==> config.mk <==
export PLATFORM = sky130hd
export DESIGN_NAME = drop_oldest_sample_ring
export DESIGN_NICKNAME = d
export VERILOG_FILES = /design/src/hdl/dosr_pkg.sv /design/src/hdl/dosr_ram.sv /design/src/hdl/drop_oldest_sample_ring.sv
export SDC_FILE = /design/constraint.sdc
export NUM_CORES = 2
export LEC_CHECK = 0
export BUFFER_PORTS_ARGS = -buffer_cell sky130_fd_sc_hd__buf_2
export CAP_MARGIN = 10
export CORE_UTILIZATION = 25
export CTS_CLUSTER_DIAMETER = 150
export DETAILED_ROUTE_END_ITERATION = 8
export PLACE_DENSITY_LB_ADDON = 0.1
export SLEW_MARGIN = 20
export SYNTH_ARGS = -nofsm -noshare
export SYNTH_HDL_FRONTEND = slang
export SYNTH_HIERARCHICAL = 1
export SYNTH_SLANG_ARGS = --single-unit
==> constraint.sdc <==
create_clock -name clk -period 10.2 [get_ports clk]
set_input_delay 2.04 -clock clk [delete_from_list [all_inputs] [get_ports clk]]
set_output_delay 2.04 -clock clk [all_outputs]
set_load 0.02 [all_outputs]
==> src/hdl/dosr_pkg.sv <==
`timescale 1ns / 1ps
// Shared types and constants for the drop-oldest sample ring.
// No dependencies; every other file of the block imports this package.
package dosr_pkg;

    localparam int DEPTH     = 64;
    localparam int SAMPLE_W  = 64;
    localparam int IDX_W     = (DEPTH > 1) ? $clog2(DEPTH) : 1;
    localparam int CNT_W     = $clog2(DEPTH + 1);
    localparam int CAP_W     = 7;
    localparam int CMP_W     = (CNT_W > CAP_W) ? CNT_W : CAP_W;
    localparam logic [CAP_W-1:0] CAP_RESET = CAP_W'(40);

    typedef enum logic [1:0] {
        CMD_PUSH     = 2'd0,
        CMD_POP      = 2'd1,
        CMD_TAKE_OVF = 2'd2,
        CMD_CLEAR    = 2'd3
    } dosr_cmd_t;

    typedef enum logic {
        ST_IDLE,
        ST_POP
    } dosr_state_t;

    typedef struct packed {
        dosr_cmd_t           cmd;
        logic [SAMPLE_W-1:0] sample_word;
    } dosr_in_t;

    typedef struct packed {
        logic                pop_valid;
        logic [SAMPLE_W-1:0] sample_out;
        logic                dropped_oldest;
        logic                overflow_seen;
        logic [CNT_W-1:0]    occupancy;
    } dosr_out_t;

    typedef struct packed {
        logic             we;
        logic [IDX_W-1:0] waddr;
        logic             re;
        logic [IDX_W-1:0] raddr;
    } dosr_ram_ctl_t;

endpackage

==> src/hdl/dosr_ram.sv <==
`timescale 1ns / 1ps
// Single-port-write, single-port-read synchronous sample RAM with a registered read port.
// Uses dosr_pkg for the control struct.
module dosr_ram #(
    parameter int DATA_W = 64,
    parameter int ADDR_W = 6
) (
    input  logic                  clk,
    input  dosr_pkg::dosr_ram_ctl_t ctl,
    input  logic [DATA_W-1:0]     wdata,
    output logic [DATA_W-1:0]     rdata
);
    import dosr_pkg::*;

    logic [DATA_W-1:0] mem [2**ADDR_W];
    logic [DATA_W-1:0] rdata_reg;

    always_ff @(posedge clk)
    begin
        if (ctl.we)
        begin
            mem[ctl.waddr[ADDR_W-1:0]] <= wdata;
        end
        if (ctl.re)
        begin
            rdata_reg <= mem[ctl.raddr[ADDR_W-1:0]];
        end
    end

    assign rdata = rdata_reg;

endmodule

==> src/hdl/drop_oldest_sample_ring.sv <==
`timescale 1ns / 1ps
// Drop-oldest sample ring: a circular queue of sample words in a synchronous RAM whose
// active capacity comes from a 7-bit register (0 acts as 1, above DEPTH acts as DEPTH).
// Each accepted word carries one command: push, pop, read-and-clear overflow, or clear,
// and yields exactly one result word. Push, read-and-clear and clear are answered from
// the output register; a pop of a non-empty queue goes via the RAM read register and ST_POP.
// If the capacity shrank to or below the head pointer without a clear, the head is first
// reduced by repeated subtraction of the capacity, one subtraction per cycle, while input
// stalls. Issue a clear after changing the capacity.
// Depends on dosr_pkg and dosr_ram.
module drop_oldest_sample_ring (
    input  logic                     clk,
    input  logic                     rst_n,
    input  logic                     cfg_we,
    input  logic [dosr_pkg::CAP_W-1:0] cfg_wdata,
    input  logic                     in_valid,
    output logic                     in_stall,
    input  dosr_pkg::dosr_in_t       in_data,
    output logic                     out_valid,
    input  logic                     out_stall,
    output dosr_pkg::dosr_out_t      out_data
);
    import dosr_pkg::*;

    // Configuration register
    logic [CAP_W-1:0] cap_cfg_reg;

    // Ring control state
    dosr_state_t      state_reg, state_next;
    logic [IDX_W-1:0] head_reg, head_next;
    logic [CNT_W-1:0] count_reg, count_next;
    logic             ovf_reg, ovf_next;

    // Output register
    logic             out_valid_reg, out_valid_next;
    dosr_out_t        out_data_reg, out_data_next;

    dosr_ram_ctl_t       ram_ctl;
    logic [SAMPLE_W-1:0] ram_rdata;

    logic [CMP_W-1:0] cfg_ext;
    logic [CNT_W-1:0] cap;
    logic [CNT_W-1:0] head_ext;
    logic [CNT_W:0]   slot_sum;
    logic [CNT_W-1:0] head_inc;
    logic [CNT_W-1:0] push_cnt;
    logic [IDX_W-1:0] push_head;
    logic             head_ok;
    logic             out_free;
    logic             in_accept;

    always_ff @(posedge clk or negedge rst_n)
    begin
        if (!rst_n)
        begin
            cap_cfg_reg <= CAP_RESET;
        end
        else if (cfg_we)
        begin
            cap_cfg_reg <= cfg_wdata;
        end
    end

    // Clamp the capacity register into 1..DEPTH.
    always_comb
    begin
        cfg_ext = CMP_W'(cap_cfg_reg);
        if (cfg_ext == '0)
            cap = CNT_W'(1);
        else if (cfg_ext > CMP_W'(DEPTH))
            cap = CNT_W'(DEPTH);
        else
            cap = CNT_W'(cfg_ext);
    end

    assign head_ext  = CNT_W'(head_reg);
    assign head_ok   = (head_ext < cap);
    assign out_free  = !out_valid_reg || !out_stall;
    assign in_stall  = !((state_reg == ST_IDLE) && head_ok && out_free);
    assign in_accept = in_valid && !in_stall;

    // Push into a full ring: advance the head past the dropped word first.
    always_comb
    begin
        head_inc = head_ext + CNT_W'(1);
        if (count_reg >= cap)
        begin
            push_head = (head_inc == cap) ? '0 : IDX_W'(head_inc);
            push_cnt  = cap - CNT_W'(1);
        end
        else
        begin
            push_head = head_reg;
            push_cnt  = count_reg;
        end
        // head and count are both below cap, so one subtract wraps the slot.
        slot_sum = (CNT_W + 1)'(push_head) + (CNT_W + 1)'(push_cnt);
        if (slot_sum >= (CNT_W + 1)'(cap))
            slot_sum = slot_sum - (CNT_W + 1)'(cap);
    end

    always_comb
    begin
        state_next     = state_reg;
        head_next      = head_reg;
        count_next     = count_reg;
        ovf_next       = ovf_reg;
        out_valid_next = out_valid_reg && out_stall;
        out_data_next  = out_data_reg;
        ram_ctl        = '0;
        ram_ctl.waddr  = IDX_W'(slot_sum);
        ram_ctl.raddr  = head_reg;

        unique case (state_reg)
            ST_IDLE:
            begin
                if (!head_ok)
                begin
                    // Reduce a stale head after a capacity change, one step a cycle.
                    head_next = IDX_W'(head_ext - cap);
                end
                else if (in_accept)
                begin
                    out_data_next = '0;
                    unique case (in_data.cmd)
                        CMD_PUSH:
                        begin
                            ram_ctl.we   = 1'b1;
                            head_next    = push_head;
                            count_next   = push_cnt + CNT_W'(1);
                            if (count_reg >= cap)
                            begin
                                ovf_next                     = 1'b1;
                                out_data_next.dropped_oldest = 1'b1;
                            end
                            out_data_next.occupancy = push_cnt + CNT_W'(1);
                            out_valid_next          = 1'b1;
                        end
                        CMD_POP:
                        begin
                            if (count_reg != '0)
                            begin
                                // Launch the read; the word leaves once data returns.
                                ram_ctl.re              = 1'b1;
                                head_next               = (head_inc == cap) ? '0
                                                          : IDX_W'(head_inc);
                                count_next              = count_reg - CNT_W'(1);
                                out_data_next.pop_valid = 1'b1;
                                out_data_next.occupancy = count_reg - CNT_W'(1);
                                state_next              = ST_POP;
                            end
                            else
                            begin
                                out_data_next.occupancy = count_reg;
                                out_valid_next          = 1'b1;
                            end
                        end
                        CMD_TAKE_OVF:
                        begin
                            out_data_next.overflow_seen = ovf_reg;
                            out_data_next.occupancy     = count_reg;
                            ovf_next                    = 1'b0;
                            out_valid_next              = 1'b1;
                        end
                        CMD_CLEAR:
                        begin
                            head_next      = '0;
                            count_next     = '0;
                            ovf_next       = 1'b0;
                            out_valid_next = 1'b1;
                        end
                        default:
                        begin
                            out_valid_next = 1'b0;
                        end
                    endcase
                end
            end
            ST_POP:
            begin
                // Output register is empty here: it was free when the pop was taken.
                out_data_next.sample_out = ram_rdata;
                out_valid_next           = 1'b1;
                state_next               = ST_IDLE;
            end
            default:
            begin
                state_next = ST_IDLE;
            end
        endcase
    end

    always_ff @(posedge clk or negedge rst_n)
    begin
        if (!rst_n)
        begin
            state_reg     <= ST_IDLE;
            head_reg      <= '0;
            count_reg     <= '0;
            ovf_reg       <= 1'b0;
            out_valid_reg <= 1'b0;
        end
        else
        begin
            state_reg     <= state_next;
            head_reg      <= head_next;
            count_reg     <= count_next;
            ovf_reg       <= ovf_next;
            out_valid_reg <= out_valid_next;
        end
    end

    // Payload register: no reset needed.
    always_ff @(posedge clk)
    begin
        out_data_reg <= out_data_next;
    end

    dosr_ram #(
        .DATA_W (SAMPLE_W),
        .ADDR_W (IDX_W)
    ) u_ram (
        .clk   (clk),
        .ctl   (ram_ctl),
        .wdata (in_data.sample_word),
        .rdata (ram_rdata)
    );

    assign out_valid = out_valid_reg;
    assign out_data  = out_data_reg;

    // Held count never exceeds the ring depth.
    a_count_bound: assert property (@(posedge clk) disable iff (!rst_n)
        count_reg <= CNT_W'(DEPTH))
        else $error("entry count above depth");

    // The pop data cycle must find the output register empty.
    a_pop_slot_free: assert property (@(posedge clk) disable iff (!rst_n)
        (state_reg == ST_POP) |-> !out_valid_reg)
        else $error("pop data would overwrite a pending word");

    // A word is only taken with the head already inside the ring.
    a_head_in_range: assert property (@(posedge clk) disable iff (!rst_n)
        in_accept |-> head_ok)
        else $error("word accepted with stale head");

    // A pop of a non-empty ring moves to the data-return cycle.
    a_pop_launch: assert property (@(posedge clk) disable iff (!rst_n)
        (in_accept && (in_data.cmd == CMD_POP) && (count_reg != '0))
        |=> (state_reg == ST_POP))
        else $error("pop did not launch RAM read");

endmodule
# --- Word level (Yosys, flattened, before mapping) ---
# Memories as Yosys holds them, arrays and structs flattened. A register that Yosys moved wholly into a read port is not among the register bits.
# Cells that the tools add are included.
op_classes:
  addsub: 7
  mul: 0
  div_mod_pow: 0
  n_lt_le_gt_ge: 4
  n_eq_ne: 10
  shifts: 0
  mux: 38
  bitwise: 1
  reduce_logical: 20
ops:
  columns: ["cell", "count"]
  rows:
  - ["73-bit 2-to-1 mux", 2]
  - ["64-bit one-hot mux with 2 select lines", 1]
  - ["7-bit one-hot mux with 3 select lines", 2]
  - ["6-bit 2-to-1 mux", 6]
  - ["7-bit 2-to-1 mux", 4]
  - ["1-bit 2-to-1 mux", 18]
  - ["6-bit one-hot mux with 3 select lines", 1]
  - ["7-bit by 1-bit subtractor with 7-bit output, second input constant", 2]
  - ["6-bit subtractor", 2]
  - ["6-bit by 7-bit adder with 8-bit output", 1]
  - ["8-bit by 7-bit >= comparator with 1-bit output", 1]
  - ["1-bit one-hot mux with 2 select lines", 4]
  - ["4-bit AND reduction", 2]
  - ["6-bit by 1-bit adder with 7-bit output, second input constant", 1]
  - ["7-bit by 1-bit adder with 7-bit output, second input constant", 1]
  - ["7-bit equality test", 1]
  - ["7-bit >= comparator", 1]
  - ["7-bit greater-than comparator, second input constant", 1]
  - ["7-bit logical NOT", 1]
  - ["6-bit by 7-bit less-than comparator with 1-bit output", 1]
  - ["7-bit nonzero test", 1]
  - ["2-bit inequality test, second input constant", 3]
  - ["5-bit AND reduction", 1]
  - ["2-bit equality test, second input constant", 2]
  - ["other kinds (15)", 20]
word_totals:
  regBits: 97
  latch_bits: 0
  ramBits: 4096
  mem_bits_ro: 0
  inputBits: 78
  out_inout_bits: 76
  mem_count: 1
mem_list:
  columns: ["name", "depth", "width", "rd", "rd_clocked_by_memory_dff", "wr", "line_no", "source"]
  rows:
  - ["u_ram.mem", 64, 64, 1, 1, 1, "dosr_ram.sv:15", "logic [DATA_W-1:0] mem [2**ADDR_W];"]

# --- Logic depth before layout (Yosys ltp) ---
depth:
  depth_word: 12
  mapped_depth: 31
  ltp_nobuf: 28

# --- By module ---
# Netlist, hierarchy kept.
modules_own_cells:
  columns: ["mod", "instances", "cells_per_inst", "area_each_um2", "seq_area_each_um2"]
  rows:
  - ["dosr_ram", 1, 6598, 156989.3, 124919.8]
  - ["drop_oldest_sample_ring", 1, 547, 5895.7, 2800.2]

# --- Worst setup path after synthesis ---
# OpenSTA, ideal clock, no wires.
synth_path:
  kind: "register to register"
  startpoint: "reg cap_cfg_reg[2]"
  endpoint: "mem u_ram.mem[49][0] (enable)"
  t_arrival_ns: 10.302
  required_time_ns: 9.636
  slack_ns: -0.666
  stages_incl_launch_ff: 30
  path_cell_list: "dfrtp_1 nor4_1 a21oi_1 nor2_1 ha_1 nand2b_1 a21oi_1 o21ai_1 a31o_4 buf_2 o21ai_0 inv_1 ha_1 fa_1 nand2_1 nor2_1 a221oi_1 nand3_1 and2b_1 ha_1 a21boi_0 o21ai_0 nand2b_1 a221oi_4 nand2_4 mux2_4 clkbuf_1 nor2b_1 nand4_1 nor3_1"
synth_rtl:
  columns: ["item", "line_no", "source"]
  rows:
  - ["start: declaration", "drop_oldest_sample_ring.sv:26", "logic [CAP_W-1:0] cap_cfg_reg;"]
  - ["start signal: assignment", "drop_oldest_sample_ring.sv:60", "cap_cfg_reg <= cfg_wdata;"]
  - ["end: declaration", "dosr_ram.sv:15", null]

==> flow_summary.yaml <==
critical_path:
  ff2ff_path_depth: 24
  cp_slowest_stage_delay_ns: 1.00
  cp_common_cell: "ha_1"
  path_max_fanout: 25
  endpoint_kind: "flop"
  critPathKind: "reg2reg"
  critPathLaunchType: "flop"
  required_ns: 10.86
  critPathArrivalTime_ns: 9.35
  crit_chain: "inv_1 -> nand2_1 -> ha_1 -> or4_4 -> a31o_4 -> o21ai_0 -> inv_1 -> ha_1 -> fa_1 -> nand2_1 -> nor2_1 -> a221oi_1 -> a21oi_2 -> and2b_1 -> ha_1 -> a21boi_0 -> o21ai_0 -> nand2b_1 -> a221oi_4 -> nand2_4 -> mux2_4 -> nand3b_1 -> nor2_4 -> buf_12"
  slowest_stage: "nor2_4"
sta:
  tns_ns: 0
  relSlewSlack_pct: 19.7
  finalHoldViolCount: 0
  tightest_slew_ns: 1.20
  whs_ns: 0.522
  report.final.slew_viol_count: 0
  rsz0062_at_grt: "no"
  fmax_ghz: 0.115
  fin_crit_sh_pct: 85.2
  setup_viol: 0
  min_period_ns: 8.69
  clock_skew_ns: 0.102
finish:
  fillers: 62812
  mostFrequentLayoutCells: "4234 x edfxtp_1, 1024 x mux4_2, 482 x clkbuf_16, 308 x buf_4, 170 x a22oi_1"
  utilization_pct: 29.5
  largest_reg_flops: 4096
  area_growth_pct: 17.7
  final_common_cell: "edfxtp_1"
  fin_cells: 16766
  drive_gt1_share_pct: 28.2
  fin_nets: 7808
logic_synthesis:
  yosysSeqAreaShare_pct: 78.4
  synthCells: 7145
  synth_cell_types: 80
  synth-main-ff-cell: "edfxtp_1"
  ys_async_sr_fraction_pct: 0.540
  syn_area_mm2: 0.163
  synth_edf_count: 4234
  yosys_register_bits: 4257
  avgSynthCellArea_um2: 22.8
  yosysWarnings: 6
  syn_nets: 7262
die:
  placementRows: 296
  start_util_pct: 25.1
  dieArea_mm2: 0.655
  die_w_um: 809
  die_height_um: 809
  io_pins: 154
  coreArea_mm2: 0.649
grt:
  grt-ovfl-total: 0
  first_global_vias: 81554
  antenna_found_initial: 91
  grt_pass1_wl_mm: 776
  grt_start_max_net_pins: 96
  grtUsageTotal_pct: 17.3
placed_design:
  port_buffers: 153
  place_congestion: 0.777
  hpwl_mm: 357
  placed_cells: 15850
cts:
  cts_tree: "done"
  cts_resized: 0
  root_buffer: "clkbuf_16"
  h-tree-depth: 5
  cts_buffers: 479
  clock_latency_ns: 1.07
  path_clk_slew_ns: 0.06
  cts_sinks: 4257
  cts_hold_buf: 0
  postCtsSetupRepairBufs: 0
  clock_path_buffers: 4
run_status:
  status: "completed"
power_and_ir_drop:
  total_leakage_power_uw: 0.0584
  power_density_mw_per_mm2: 297
  p_total_uw: 57000
  peakVddDrop_v: 0.000418
worst_hold_path:
  hold_path_depth: 1
  hold_path.class: "reg2reg"
route:
  drt_pass1_iterations: 7
  drc_errors: 0
  drtIter0Drc: 8901
  viasPerCell: 4.75
  vias: 79620
  wl_per_cell_um: 34.6
  postRouteAntennaNets: 0
  routed_wl_mm: 579
job:
  drv_cap: 0
cell usage after synthesis (29+ instances only):
| cell type | count | area (um^2) |
|---|---|---|
| edfxtp_1 | 4234 | 127000 |
| mux4_2 | 1024 | 23100 |
| buf_2 | 175 | 876 |
| a22oi_1 | 170 | 1280 |
| clkbuf_1 | 156 | 586 |
| nor2_1 | 148 | 556 |
| mux2i_1 | 143 | 1430 |
| a22o_1 | 89 | 780 |
| nand2_1 | 88 | 330 |
| o22ai_1 | 85 | 532 |
| and2_1 | 71 | 444 |
| and3_1 | 65 | 407 |
| a211oi_1 | 63 | 473 |
| nand3_1 | 56 | 280 |
| inv_1 | 47 | 176 |
| o21ai_0 | 42 | 210 |
| o221ai_1 | 38 | 333 |
| ha_1 | 36 | 450 |
| buf_4 | 35 | 263 |
| or3_1 | 34 | 213 |
| nor2b_1 | 30 | 188 |
| or2_2 | 29 | 181 |
kinds of logic after synthesis:
family          count (synthesis)  synth area share, %
compound gates                631                 2.91
xor+xnor                       22                0.131
fa+ha+maj                      39                0.313
buf+inv                       441                 1.26
flops                        4257                 78.4
mux                          1182                 15.2
simple gates                  573                 1.81
final cells by class:
type	instances	area (um^2)	area share, %
clock buffers	618	12600	6.58
flip-flops and latches	4257	128000	66.6
inverters	48	180	0.0939
diodes	27	67.6	0.0352
repair buffers	458	3970	2.07
multi-input cells	2447	33800	17.6
well taps	8642	10800	5.64
clock inverters	269	2660	1.38
worst max-delay path, delay by kind of cell (launching register included):
family / cells / cell delay (ns)
buffers and inverters: 3 / 0.84
muxes: 1 / 0.39
AOI/OAI and AO/OA: 7 / 1.84
and+or+nand+nor: 9 / 3.26
adders and majority gates: 4 / 1.36
DFF: 1 / 0.51
power breakdown:
group          total [uW]  switching (uW)  internal (uW)
combinational       19200           12900           6310
clock               17000            7260           9760
sequential          20800             375          20400
total               57000           20600          36500
path summary, 6_finish.rpt:
check,start,to,slack [ns]
max,cap_cfg_reg[6]$_DFFE_PN0P_,u_ram/mem[40][2]$_DFFE_PP_,1.51
min,u_ram/rdata[22]$_DFFE_PP_,out_data[31]$_DFFE_PP_,0.52
max reg2reg,cap_cfg_reg[6]$_DFFE_PN0P_,u_ram/mem[40][2]$_DFFE_PP_,1.51
min reg2reg,u_ram/rdata[22]$_DFFE_PP_,out_data[31]$_DFFE_PP_,0.52
max in group asynchronous,rst_n,head_reg[1]$_DFFE_PN0P_,8.55
min in group asynchronous,rst_n,out_valid$_DFF_PN0_,1.02
per-layer routing:
layer	global-route usage [%]	wire (um)
met4	2.94	9940
met5	0	89
met3	2.15	29200
met1	25.5	270000
met2	27.6	271000
through the flow:
| step | setup WS, ns | area (um^2) |
|---|---|---|
| floorplan | 0.833 | 163000 |
| global placement | 1.22 | 176000 |
| CTS | 1.47 | 192000 |
| finish | 1.51 | 192000 |
| detailed placement | 1.59 | 176000 |
| global route | 1.10 | 192000 |
Note: power is estimated with default switching activity, not from simulation.
